## config.mk

```make
export PLATFORM = sky130hd
export DESIGN_NAME = wav_stream_to_pwm_duty
export DESIGN_NICKNAME = d
export VERILOG_FILES = /design/src/hdl/wpd_pkg.sv /design/src/hdl/wav_stream_to_pwm_duty.sv /design/src/hdl/wpd_front.sv /design/src/hdl/wpd_queue.sv /design/src/hdl/wpd_back.sv
export SDC_FILE = /design/constraint.sdc
export NUM_CORES = 1
export LEC_CHECK = 0
export BUFFER_PORTS_ARGS = -buffer_cell sky130_fd_sc_hd__buf_4
export CORE_MARGIN = 3
export CORE_UTILIZATION = 40
export DETAILED_ROUTE_END_ITERATION = 16
export PLACE_DENSITY_LB_ADDON = 0.1
export REMOVE_ABC_BUFFERS = 1
export SETUP_SLACK_MARGIN = 0.15
export SLEW_MARGIN = 25
export SYNTH_ARGS = -nofsm -noshare
export SYNTH_HDL_FRONTEND = slang
export SYNTH_SLANG_ARGS = --single-unit
export TNS_END_PERCENT = 100
```

## constraint.sdc

```tcl
create_clock -name clk -period 16.15 [get_ports clk]
set_clock_uncertainty 0.15 [all_clocks]
set_input_delay 2.4225 -clock clk [delete_from_list [all_inputs] [get_ports clk]]
set_output_delay 2.4225 -clock clk [all_outputs]
set_load 0.005 [all_outputs]
```

## src/hdl/wpd_pkg.sv

```systemverilog
`default_nettype none

package wpd_pkg;

    // Four-character codes as they read when assembled little-endian.
    localparam logic [31:0] ID_RIFF = 32'h4646_4952;
    localparam logic [31:0] ID_WAVE = 32'h4556_4157;
    localparam logic [31:0] ID_DATA = 32'h6174_6164;

    // Offset that moves a signed 16-bit sample to the unsigned range.
    localparam logic [15:0] SAMPLE_OFFSET = 16'h8000;

    // Timer period after reset.
    localparam logic [15:0] TIMER_PERIOD_RESET = 16'hFFFF;

    // Default depth of the command queue between the parser and the scaler.
    localparam int QUEUE_DEPTH_DEFAULT = 4;

    // Byte positions that close the file header and a chunk header.
    localparam logic [3:0] RIFF_LAST_BYTE  = 4'd11;
    localparam logic [3:0] CHUNK_LAST_BYTE = 4'd7;

    // Parser phase.
    typedef enum logic [2:0] {
        PH_RIFF,
        PH_CHUNK,
        PH_SKIP,
        PH_DATA,
        PH_IDLE
    } phase_t;

    // Result kind.
    typedef enum logic [1:0] {
        KIND_DUTY,
        KIND_DATA,
        KIND_ERROR
    } kind_t;

    // Command passed from the parser to the scaler.
    typedef struct packed {
        kind_t       kind;
        logic [15:0] sample;
        logic [31:0] size;
    } cmd_t;

endpackage

`default_nettype wire

```

## src/hdl/wav_stream_to_pwm_duty.sv

```systemverilog
// A result passes through the command queue, the staging register and the output register.
// Throughput: one byte per cycle while in_stall is low; the parser, command queue and
// multiply stage all run concurrently, and each sample yields one duty result every two
// bytes. The QUEUE_DEPTH-entry command queue lets the parser keep taking bytes while
// results stall. Reset: rst_n is asynchronous, active low; it restarts header parsing,
// empties the queue and sets the timer period to 65535.
`default_nettype none

module wav_stream_to_pwm_duty #(
    parameter int QUEUE_DEPTH = wpd_pkg::QUEUE_DEPTH_DEFAULT
) (
    input  wire logic        clk,
    input  wire logic        rst_n,
    input  wire logic        in_valid,
    output logic             in_stall,
    input  wire logic [7:0]  data_byte,
    output logic             out_valid,
    input  wire logic        out_stall,
    output logic [1:0]       kind,
    output logic [15:0]      duty,
    output logic [31:0]      data_size,
    input  wire logic        cfg_valid,
    output logic             cfg_ready,
    input  wire logic [15:0] cfg_data
);
    import wpd_pkg::*;

    logic [15:0] timer_period_reg;
    logic        push;
    cmd_t        push_cmd;
    cmd_t        head_cmd;
    logic        q_full;
    logic        q_empty;
    logic        pop;

    // Configuration transaction: the period register is always writable.
    assign cfg_ready = 1'b1;

    always_ff @(posedge clk or negedge rst_n)
    begin
        if (!rst_n)
        begin
            timer_period_reg <= TIMER_PERIOD_RESET;
        end
        else if (cfg_valid && cfg_ready)
        begin
            timer_period_reg <= cfg_data;
        end
    end

    // Byte parser.
    wpd_front u_front (
        .clk       (clk),
        .rst_n     (rst_n),
        .in_valid  (in_valid),
        .in_stall  (in_stall),
        .data_byte (data_byte),
        .q_full    (q_full),
        .push      (push),
        .cmd       (push_cmd)
    );

    // Command queue between parser and scaler.
    wpd_queue #(
        .DEPTH (QUEUE_DEPTH)
    ) u_queue (
        .clk      (clk),
        .rst_n    (rst_n),
        .push     (push),
        .push_cmd (push_cmd),
        .pop      (pop),
        .head_cmd (head_cmd),
        .full     (q_full),
        .empty    (q_empty)
    );

    // Duty scaler and output register.
    wpd_back u_back (
        .clk          (clk),
        .rst_n        (rst_n),
        .timer_period (timer_period_reg),
        .q_empty      (q_empty),
        .head_cmd     (head_cmd),
        .pop          (pop),
        .out_valid    (out_valid),
        .out_stall    (out_stall),
        .kind         (kind),
        .duty         (duty),
        .data_size    (data_size)
    );

    // The queue can never report full and empty together.
    assert property (@(posedge clk) disable iff (!rst_n) !(q_full && q_empty))
        else $error("command queue reports full and empty together");

    // A result that is not a duty sample carries a zero duty.
    assert property (@(posedge clk) disable iff (!rst_n)
        (out_valid && (kind != KIND_DUTY)) |-> (duty == 16'd0))
        else $error("nonzero duty on a non-sample result");

    // A result that is not a data chunk report carries a zero size.
    assert property (@(posedge clk) disable iff (!rst_n)
        (out_valid && (kind != KIND_DATA)) |-> (data_size == 32'd0))
        else $error("nonzero data size on a non-chunk result");

    // A command popped from the queue reaches the staging register, so the queue never
    // pops while the output is stalled and the staging register is occupied.
    assert property (@(posedge clk) disable iff (!rst_n)
        (pop && out_valid && out_stall) |=> out_valid)
        else $error("output dropped while a command was in flight");

endmodule

`default_nettype wire

```

## src/hdl/wpd_front.sv

```systemverilog
`default_nettype none

module wpd_front (
    input  wire logic          clk,
    input  wire logic          rst_n,
    input  wire logic          in_valid,
    output logic               in_stall,
    input  wire logic [7:0]    data_byte,
    input  wire logic          q_full,
    output logic               push,
    output wpd_pkg::cmd_t      cmd
);
    import wpd_pkg::*;

    phase_t      phase_reg, phase_next;
    logic [3:0]  count_reg, count_next;
    logic [31:0] chunk_id_reg, chunk_id_next;
    logic [31:0] chunk_size_reg, chunk_size_next;
    logic [31:0] skip_reg, skip_next;
    logic [7:0]  low_byte_reg, low_byte_next;
    logic        have_low_reg, have_low_next;

    logic        accept;
    logic [1:0]  lane;
    logic [31:0] size_last;
    logic [31:0] skip_dec;
    logic        riff_ok;
    logic        riff_end;
    logic        chunk_end;

    // A byte is taken whenever the queue has room for its possible command.
    assign in_stall = q_full;
    assign accept   = in_valid && !q_full;

    // Shared decode of the current byte.
    assign lane      = count_reg[1:0];
    assign size_last = {data_byte, chunk_size_reg[23:0]};
    assign skip_dec  = skip_reg - {31'b0, |skip_reg};
    assign riff_ok   = (chunk_id_reg == ID_RIFF) && (size_last == ID_WAVE);
    assign riff_end  = (count_reg == RIFF_LAST_BYTE);
    assign chunk_end = (count_reg == CHUNK_LAST_BYTE);

    // Next phase.
    always_comb
    begin
        phase_next = phase_reg;
        case (phase_reg)
            PH_RIFF:
            begin
                if (accept && riff_end)
                begin
                    phase_next = riff_ok ? PH_CHUNK : PH_IDLE;
                end
            end
            PH_CHUNK:
            begin
                if (accept && chunk_end)
                begin
                    if (chunk_id_reg == ID_DATA)
                    begin
                        phase_next = PH_DATA;
                    end
                    else if (size_last != 32'd0)
                    begin
                        phase_next = PH_SKIP;
                    end
                end
            end
            PH_SKIP:
            begin
                if (accept && (skip_dec == 32'd0))
                begin
                    phase_next = PH_CHUNK;
                end
            end
            default:
            begin
                phase_next = phase_reg;
            end
        endcase
    end

    // Header assembly, skip count, sample pairing and command issue.
    always_comb
    begin
        count_next      = count_reg;
        chunk_id_next   = chunk_id_reg;
        chunk_size_next = chunk_size_reg;
        skip_next       = skip_reg;
        low_byte_next   = low_byte_reg;
        have_low_next   = have_low_reg;
        push            = 1'b0;
        cmd.kind        = KIND_DUTY;
        cmd.sample      = 16'd0;
        cmd.size        = 32'd0;
        if (accept)
        begin
            case (phase_reg)
                PH_RIFF:
                begin
                    if (count_reg < 4'd4)
                    begin
                        chunk_id_next[8*lane +: 8] = data_byte;
                    end
                    else if (count_reg >= 4'd8)
                    begin
                        chunk_size_next[8*lane +: 8] = data_byte;
                    end
                    count_next = count_reg + 4'd1;
                    if (riff_end)
                    begin
                        count_next      = 4'd0;
                        chunk_id_next   = 32'd0;
                        chunk_size_next = 32'd0;
                        if (!riff_ok)
                        begin
                            push     = 1'b1;
                            cmd.kind = KIND_ERROR;
                        end
                    end
                end
                PH_CHUNK:
                begin
                    if (count_reg < 4'd4)
                    begin
                        chunk_id_next[8*lane +: 8] = data_byte;
                    end
                    else
                    begin
                        chunk_size_next[8*lane +: 8] = data_byte;
                    end
                    count_next = count_reg + 4'd1;
                    if (chunk_end)
                    begin
                        count_next      = 4'd0;
                        chunk_id_next   = 32'd0;
                        chunk_size_next = 32'd0;
                        if (chunk_id_reg == ID_DATA)
                        begin
                            have_low_next = 1'b0;
                            push          = 1'b1;
                            cmd.kind      = KIND_DATA;
                            cmd.size      = size_last;
                        end
                        else if (size_last != 32'd0)
                        begin
                            skip_next = size_last;
                        end
                    end
                end
                PH_SKIP:
                begin
                    skip_next = skip_dec;
                end
                PH_DATA:
                begin
                    if (!have_low_reg)
                    begin
                        low_byte_next = data_byte;
                        have_low_next = 1'b1;
                    end
                    else
                    begin
                        have_low_next = 1'b0;
                        push          = 1'b1;
                        cmd.kind      = KIND_DUTY;
                        cmd.sample    = {data_byte, low_byte_reg} + SAMPLE_OFFSET;
                    end
                end
                default:
                begin
                    push = 1'b0;
                end
            endcase
        end
    end

    // Parser state registers.
    always_ff @(posedge clk or negedge rst_n)
    begin
        if (!rst_n)
        begin
            phase_reg      <= PH_RIFF;
            count_reg      <= 4'd0;
            chunk_id_reg   <= 32'd0;
            chunk_size_reg <= 32'd0;
            skip_reg       <= 32'd0;
            low_byte_reg   <= 8'd0;
            have_low_reg   <= 1'b0;
        end
        else
        begin
            phase_reg      <= phase_next;
            count_reg      <= count_next;
            chunk_id_reg   <= chunk_id_next;
            chunk_size_reg <= chunk_size_next;
            skip_reg       <= skip_next;
            low_byte_reg   <= low_byte_next;
            have_low_reg   <= have_low_next;
        end
    end

endmodule

`default_nettype wire

```

## src/hdl/wpd_queue.sv

```systemverilog
`default_nettype none

module wpd_queue #(
    parameter int DEPTH = wpd_pkg::QUEUE_DEPTH_DEFAULT
) (
    input  wire logic          clk,
    input  wire logic          rst_n,
    input  wire logic          push,
    input  wire wpd_pkg::cmd_t push_cmd,
    input  wire logic          pop,
    output wpd_pkg::cmd_t      head_cmd,
    output logic               full,
    output logic               empty
);
    import wpd_pkg::*;

    localparam int PTR_W = (DEPTH > 1) ? $clog2(DEPTH) : 1;
    localparam int CNT_W = $clog2(DEPTH + 1);
    localparam logic [PTR_W-1:0] LAST_PTR = PTR_W'(DEPTH - 1);
    localparam logic [CNT_W-1:0] FULL_CNT = CNT_W'(DEPTH);

    cmd_t             entry_reg [DEPTH];
    logic [PTR_W-1:0] wr_ptr_reg, wr_ptr_next;
    logic [PTR_W-1:0] rd_ptr_reg, rd_ptr_next;
    logic [CNT_W-1:0] count_reg, count_next;
    logic             do_push;
    logic             do_pop;

    assign full     = (count_reg == FULL_CNT);
    assign empty    = (count_reg == '0);
    assign do_push  = push && !full;
    assign do_pop   = pop && !empty;
    assign head_cmd = entry_reg[rd_ptr_reg];

    // Pointer and fill count update.
    always_comb
    begin
        wr_ptr_next = wr_ptr_reg;
        rd_ptr_next = rd_ptr_reg;
        count_next  = count_reg;
        if (do_push)
        begin
            wr_ptr_next = (wr_ptr_reg == LAST_PTR) ? '0 : wr_ptr_reg + 1'b1;
        end
        if (do_pop)
        begin
            rd_ptr_next = (rd_ptr_reg == LAST_PTR) ? '0 : rd_ptr_reg + 1'b1;
        end
        if (do_push && !do_pop)
        begin
            count_next = count_reg + 1'b1;
        end
        else if (do_pop && !do_push)
        begin
            count_next = count_reg - 1'b1;
        end
    end

    always_ff @(posedge clk or negedge rst_n)
    begin
        if (!rst_n)
        begin
            wr_ptr_reg <= '0;
            rd_ptr_reg <= '0;
            count_reg  <= '0;
        end
        else
        begin
            wr_ptr_reg <= wr_ptr_next;
            rd_ptr_reg <= rd_ptr_next;
            count_reg  <= count_next;
        end
    end

    // Entry storage needs no reset.
    always_ff @(posedge clk)
    begin
        if (do_push)
        begin
            entry_reg[wr_ptr_reg] <= push_cmd;
        end
    end

endmodule

`default_nettype wire

```

## src/hdl/wpd_back.sv

```systemverilog
`default_nettype none

module wpd_back (
    input  wire logic          clk,
    input  wire logic          rst_n,
    input  wire logic [15:0]   timer_period,
    input  wire logic          q_empty,
    input  wire wpd_pkg::cmd_t head_cmd,
    output logic               pop,
    output logic               out_valid,
    input  wire logic          out_stall,
    output logic [1:0]         kind,
    output logic [15:0]        duty,
    output logic [31:0]        data_size
);
    import wpd_pkg::*;

    logic        s1_valid_reg, s1_valid_next;
    cmd_t        s1_cmd_reg;
    logic        out_valid_reg, out_valid_next;
    kind_t       out_kind_reg;
    logic [15:0] out_duty_reg;
    logic [31:0] out_size_reg;

    logic        out_load;
    logic        s1_free;
    logic [31:0] product;

    // Handshake between the staging register and the output register.
    assign out_load = s1_valid_reg && (!out_valid_reg || !out_stall);
    assign s1_free  = !s1_valid_reg || out_load;
    assign pop      = s1_free && !q_empty;

    // One 16x16 multiply between the staging and output registers.
    assign product = 32'(s1_cmd_reg.sample) * 32'(timer_period);

    always_comb
    begin
        s1_valid_next = s1_valid_reg;
        if (pop)
        begin
            s1_valid_next = 1'b1;
        end
        else if (out_load)
        begin
            s1_valid_next = 1'b0;
        end

        out_valid_next = out_valid_reg;
        if (out_load)
        begin
            out_valid_next = 1'b1;
        end
        else if (!out_stall)
        begin
            out_valid_next = 1'b0;
        end
    end

    always_ff @(posedge clk or negedge rst_n)
    begin
        if (!rst_n)
        begin
            s1_valid_reg  <= 1'b0;
            out_valid_reg <= 1'b0;
        end
        else
        begin
            s1_valid_reg  <= s1_valid_next;
            out_valid_reg <= out_valid_next;
        end
    end

    // Payload registers; unused fields of a result are driven to zero.
    always_ff @(posedge clk)
    begin
        if (pop)
        begin
            s1_cmd_reg <= head_cmd;
        end
        if (out_load)
        begin
            out_kind_reg <= s1_cmd_reg.kind;
            out_duty_reg <= (s1_cmd_reg.kind == KIND_DUTY) ? product[31:16] : 16'd0;
            out_size_reg <= (s1_cmd_reg.kind == KIND_DATA) ? s1_cmd_reg.size : 32'd0;
        end
    end

    assign out_valid = out_valid_reg;
    assign kind      = out_kind_reg;
    assign duty      = out_duty_reg;
    assign data_size = out_size_reg;

endmodule

`default_nettype wire

```

==> results of run 1 <==
==> synthesized netlist by cell type (13+ instances only) <==
library cell / instances / share of area (%)
edfxtp_1: 300 / 35
ha_1: 115 / 5.6
nor4_1: 21 / 0.51
nor2_1: 170 / 2.5
clkbuf_1: 91 / 1.3
nand4_1: 17 / 0.41
nand2_1: 207 / 3.0
and3_1: 18 / 0.44
mux4_2: 50 / 4.4
inv_1: 251 / 3.6
a21oi_1: 99 / 1.9
dfrtp_1: 113 / 11
fa_1: 194 / 15
dfstp_2: 16 / 1.6
nor3_1: 31 / 0.60
and2_1: 187 / 4.5
o21ai_0: 43 / 0.83
nand3_1: 13 / 0.25
mux2_2: 31 / 1.4
==> per-layer routing <==
layer	vias to the layer above	track usage (%)	routed length, µm
met3	107	2.70	2740
met1	8348	25.5	27700
met2	351	32.9	31500
met5	-	0	0
met4	0	6.33	2000
li1	7460	-	-
==> area by class of cell <==
| type | count | share of cell area, % |
|---|---|---|
| flip-flops and latches | 429 | 42.5 |
| multi-input cells | 1382 | 42.4 |
| clock buffers | 61 | 4.51 |
| well taps | 846 | 3.67 |
| inverters | 251 | 3.27 |
| repair buffers | 98 | 2.56 |
| clock inverters | 26 | 1.07 |
==> per-stage QoR <==
stage	instances	utilization (%)	setup slack, ns
finish	3093	45.5	9.16
global route	3093	45.5	8.64
CTS	3093	45.5	8.95
detailed placement	3006	42.9	8.99
global placement	3006	42.9	8.97
floorplan	2062	-	9.33
==> worst max-delay path, cell delays in order, from the launching register on <==
cell	delay, ns
edfxtp_1	0.69
and2_1	0.32
fa_1	0.50
inv_1	0.05
fa_1	0.46
fa_1	0.51
fa_1	0.55
inv_1	0.05
fa_1	0.47
inv_1	0.05
fa_1	0.47
inv_1	0.04
ha_1	0.28
nand4_1	0.12
a21oi_1	0.27
o211ai_1	0.27
a2111oi_1	0.54
buf_4	0.22
o211ai_1	0.16
a21boi_0	0.35
o21a_1	0.16
nor3_1	0.04
==> placed cells by master (no fill, tap or decap), types with 7 or more instances in the layout <==
cell         n
o22ai_1     10
clkbuf_16   49
and2_1     183
a2bb2oi_1   11
nor4_1      19
or4_1        7
nor4bb_1     8
clkinv_2     7
nor3_1      30
nor2_1     169
fa_1       194
o31ai_1      7
mux4_2      50
nand4_1     17
a21o_1       9
nand2_1    207
dfstp_2     16
xor2_1       9
o21a_1       8
and3_1      18
buf_4       97
nor3b_1     11
mux2_2      31
clkbuf_1     9
o21ai_0     43
edfxtp_1   300
a31oi_1     10
ha_1       115
nand3_1     13
inv_1      251
a22oi_1     10
xnor2_1     10
dfrtp_1    111
a21oi_1     99
==> logic make-up (layout without fill, tap and decap cells) <==
family                   after synthesis  in the layout  share of synthesized area, %
XOR/XNOR                              19             19                         0.645
other                                  1              1                        0.0145
AO/OA/AOI/OAI                        233            233                          5.40
flip-flops                           429            429                          47.5
adder cells (fa/ha/maj)              309            309                          20.6
buffers and inverters                361            436                          5.43
multiplexers                          82             82                          5.75
AND/OR/NAND/NOR                      738            738                          14.7
==> worst max-delay path by stage <==
stage	from	endpoint	slack, ns	depth (start not counted)
2_1_floorplan	out_stall	u_queue.count_reg[1]	9.33	6
3_3_place_gp	u_back.s1_cmd_reg[39]	u_back.duty[9]	8.97	21
3_5_place_dp	u_back.s1_cmd_reg[39]	u_back.duty[9]	8.99	21
4_1_cts	u_back.s1_cmd_reg[39]	u_back.duty[9]	8.95	21
5_1_grt	u_back.s1_cmd_reg[39]	u_back.duty[9]	8.64	21
6_report	u_back.s1_cmd_reg[38]	u_back.duty[13]	9.16	21
==> impl_metrics.env, run 1 <==
export IMPL_cap_violations=0
export IMPL_buffer_ports_inserted=80
export IMPL_finalWeightedCongestion=0.835
export IMPL_rows=92
export IMPL_grt_first_pass_wirelength_mm=100
export IMPL_syn_cell_area_um2=25800
export IMPL_final_nets=2548
export IMPL_vias_in_the_first_global_route=17000
export IMPL_clkSinkCount=429
export IMPL_ff2ff_setup_slack_ns=9.16
export IMPL_postSynthRegisterBits=429
export IMPL_max_clock_path_buffers=3
export IMPL_syn_area_per_cell_um2=11.9
export IMPL_crit_reg_reg_startpoint="u_back.s1_cmd_reg[38]"
export IMPL_setup_tns_ns=0
export IMPL_vias=16300
export IMPL_fmaxAchievable_ghz=0.143
export IMPL_synth_sequential_area_ratio_pct=47.5
export IMPL_timing_worst_slew_pin_value_ns=1.01
export IMPL_antenna_diode_count=0
export IMPL_holdCritPathClass="register to register"
export IMPL_sequential_cell_area_um2=12300
export IMPL_synth_top_flop_cell="edfxtp_1"
export IMPL_postSynth_asyncResetShare_pct=30.1
export IMPL_worst_ep_arrival_time_ns=7.15
export IMPL_vias_per_cell=5.26
export IMPL_top_level_ports=82
export IMPL_insertion_delay_ns=0.58
export IMPL_htree_levels=2
export IMPL_drc_errors=0
export IMPL_number_of_antenna_violations_at_the_first_check_in_global_routing=0
export IMPL_final_period_minus_worst_setup_slack_ns=6.99
export IMPL_worst_r2r_cell_count=21
export IMPL_floorplan_die_height_um=260
export IMPL_run_status="completed"
export IMPL_globalRouteTotalUtil_pct=19.3
export IMPL_resized_after_cts=0
export IMPL_cp_max_fo=16
export IMPL_postSynthCellCount=2172
export IMPL_ys_warnings_count=0
export IMPL_core_area_um2=63400
export IMPL_crit_type="register to register"
export IMPL_final_period_utilization_pct=43.3
export IMPL_synth_edf_count=300
export IMPL_largest_reg_flops=200
export IMPL_hold_buffers=0
export IMPL_cts_buffers_inserted=48
export IMPL_post_cts_setup_buffer_count=0
export IMPL_rr_endpoint="u_back.duty[13]"
export IMPL_die_w_um=260
export IMPL_wl_per_cell_um=20.7
export IMPL_final_design_area_no_fill_um2=28800
export IMPL_drive_gt1_share_pct=13.5
export IMPL_setup_violations_final=0
export IMPL_startpoint_type="register"
export IMPL_post_route_wl_mm=63.9
export IMPL_detailedRoute_firstPassIterationCount=5
export IMPL_timing_hold_ws_ns=0.330
export IMPL_place_hpwl_mm=43.7
export IMPL_fp_dieArea_um2=67600
export IMPL_report_final_hold_viol_count=0
export IMPL_slew_headroom_pct=32.5
export IMPL_detailedRoute_firstIterationViolations=900
export IMPL_area_delta_synth_final_pct=11.7
export IMPL_postPlaceCellArea_um2=27200
export IMPL_multi_input_area_um2=12200
export IMPL_grt_start_max_net_pins=79
export IMPL_report_final_slew_viol_count=0
export IMPL_cts_reportedPaths_clkPinSlew_ns=0.06
export IMPL_tritoncts="yes"
export IMPL_cp_required_ns=16.31
export IMPL_synth_cell_type_count=66
export IMPL_grt_setup_unrepaired="no"
export IMPL_grt_overflow_total=0
export IMPL_postRouteAntennaNets=0
export IMPL_hold_end="u_queue.count_reg[2]"
export IMPL_clock_root_buffer="clkbuf_16"
export IMPL_worst_hold_stages=1
export IMPL_layout_filler_cells=5818
export IMPL_initial_utilization_pct=40.7
export IMPL_end_kind="register"
export IMPL_holdCritStartpoint="u_queue.count_reg[2]"
Power of run 1 is left out: the tool's default activity adds up to more than one toggle a clock period on the data nets, which glitch-free logic cannot reach.
==> run 2: changes to the inputs <==
==> constraint.sdc (replaced) <==
create_clock -name clk -period 6.06 [get_ports clk]
set_clock_uncertainty 0.15 [all_clocks]
set_input_delay 0.909 -clock clk [delete_from_list [all_inputs] [get_ports clk]]
set_output_delay 0.909 -clock clk [all_outputs]
set_load 0.005 [all_outputs]
==> impl_metrics.env, run 2 (same netlist as run 1, synthesis figures left out) <==
export IMPL_run_status="finished, violations left"
export IMPL_failed_checks="negative setup slack"
export IMPL_postPlaceCellArea_um2=28000
export IMPL_timing_worst_slew_pin_value_ns=0.985
export IMPL_initial_utilization_pct=40.7
export IMPL_post_route_wl_mm=64.2
export IMPL_fin_ws_ns=-0.311
export IMPL_buffer_ports_inserted=80
export IMPL_detailedRoute_firstIterationViolations=972
export IMPL_final_design_area_no_fill_um2=30200
export IMPL_cp_max_fo=5
export IMPL_detailedRoute_firstPassIterationCount=6
export IMPL_drc_errors=0
export IMPL_cts_buffers_inserted=48
export IMPL_insertion_delay_ns=0.59
export IMPL_layout_cells_most_common="edfxtp_1"
export IMPL_critical_path_slowest_cell="fa_1"
export IMPL_critPathMaxStageDelay_ns=0.54
export IMPL_tritoncts="yes"
export IMPL_vias=16500
export IMPL_final_period_minus_worst_setup_slack_ns=6.37
export IMPL_number_of_antenna_violations_at_the_first_check_in_global_routing=0
export IMPL_wl_per_cell_um=19.9
export IMPL_core_area_um2=63400
export IMPL_rows=92
export IMPL_worst_ep_arrival_time_ns=6.55
export IMPL_final_period_utilization_pct=105
export IMPL_final_nets=2673
export IMPL_area_delta_synth_final_pct=17.0
export IMPL_antenna_diode_count=0
export IMPL_layout_cells_most_common_list="300 x edfxtp_1, 246 x inv_1, 204 x nand2_1, 195 x buf_4, 186 x fa_1"
export IMPL_setup_violations_final=8
export IMPL_core_utilization_of_the_finished_layout_pct=47.6
export IMPL_report_final_slew_viol_count=0
export IMPL_crit_type="register to register"
export IMPL_critical_path_cell_chain="buf_6 -> and2_4 -> fa_1 -> inv_2 -> fa_1 -> inv_1 -> fa_1 -> fa_2 -> fa_1 -> inv_1 -> fa_1 -> inv_2 -> ha_4 -> and4_4 -> o211ai_1 -> a2111oi_4 -> buf_4 -> o211ai_1 -> buf_4 -> a21oi_2 -> o21a_1 -> nor3_2"
export IMPL_htree_levels=2
export IMPL_largest_reg_flops=200
export IMPL_drive_gt1_share_pct=20.3
export IMPL_crit_top_cell="fa_1"
export IMPL_post_place_cells=3096
export IMPL_die_w_um=260
export IMPL_finalWeightedCongestion=0.832
export IMPL_vias_in_the_first_global_route=17800
export IMPL_timing_hold_ws_ns=0.276
export IMPL_clock_root_buffer="clkbuf_16"
export IMPL_cp_required_ns=6.24
export IMPL_end_kind="register"
export IMPL_postRouteAntennaNets=0
export IMPL_startpoint_type="register"
export IMPL_grt_setup_unrepaired="yes"
export IMPL_vias_per_cell=5.12
export IMPL_max_clock_path_buffers=3
export IMPL_finish_cell_count_without_fillers=3220
export IMPL_top_level_ports=82
export IMPL_cap_violations=0
export IMPL_fmaxAchievable_ghz=0.157
export IMPL_grt_start_max_net_pins=99
export IMPL_fp_dieArea_um2=67600
export IMPL_cts_reportedPaths_clkPinSlew_ns=0.06
export IMPL_floorplan_die_height_um=260
export IMPL_holdCritPathClass="primary input to async pin"
export IMPL_grt_first_pass_wirelength_mm=102
export IMPL_globalRouteTotalUtil_pct=19.6
export IMPL_report_final_hold_viol_count=0
export IMPL_grt_overflow_total=0
export IMPL_clkSinkCount=429
export IMPL_slew_headroom_pct=34.2
export IMPL_place_hpwl_mm=45.0
==> run 2: metal layers <==
metal,GRT usage [%],up-vias,part of all wire [%]
li1,-,7708,-
met1,25.4,8395,43
met2,34.7,306,51
met3,2.36,89,3.4
met4,5.28,0,2.3
met5,0,-,0
==> run 2: path summary, 6_finish.rpt <==
| path | startpoint | endpoint | slack (ns) | cells after the start |
|---|---|---|---|---|
| setup / recovery | u_back.s1_cmd_reg[37] | u_back.duty[14] | -0.31 | 22 |
| hold / removal | rst_n | u_front.chunk_id_reg[25] | 0.28 | 1 |
| setup reg to reg | u_back.s1_cmd_reg[37] | u_back.duty[14] | -0.31 | 22 |
| hold reg to reg | u_queue.count_reg[2] | u_queue.count_reg[2] | 0.34 | 1 |
| max in group asynchronous | rst_n | timer_period_reg[14] | 4.41 | 2 |
| min in group clk | u_queue.count_reg[2] | u_queue.count_reg[2] | 0.34 | 1 |
==> run 2: final cells by class <==
class	count	area [µm²]
Fill cell	5788	33200
Multi-Input combinational cell	1382	12500
Sequential cell	429	12300
Timing Repair Buffer	223	1850
Clock buffer	61	1280
Tap cell	846	1060
Inverter	251	942
Clock inverter	28	319
==> run 2: through the flow <==
stage,worst slack (ns),TNS [ns]
5_1_grt,-0.548,-4.50
2_1_floorplan,-0.224,-0.991
4_1_cts,-0.263,-1.74
3_3_place_gp,-0.437,-2.94
3_5_place_dp,-0.583,-4.17
6_report,-0.311,-1.69
==> run 2: critical path, delay by kind of cell (launching register included) <==
| kind | cells | cell delay (ns) |
|---|---|---|
| compound gates | 5 | 1.06 |
| fa+ha+maj | 7 | 3.28 |
| buf+inv | 7 | 0.73 |
| flops | 1 | 0.51 |
| simple gates | 3 | 0.39 |
==> run 2: repair_timing <==
action / 4_1_cts / 5_1_grt
pin swaps: 25 / 44
setup buffers: 27 / 8
setup endpoints to repair: 13 / 16
resized for setup: 53 / 37
hold buffers: 0 / 0
Power of run 2 is left out for the same reason.
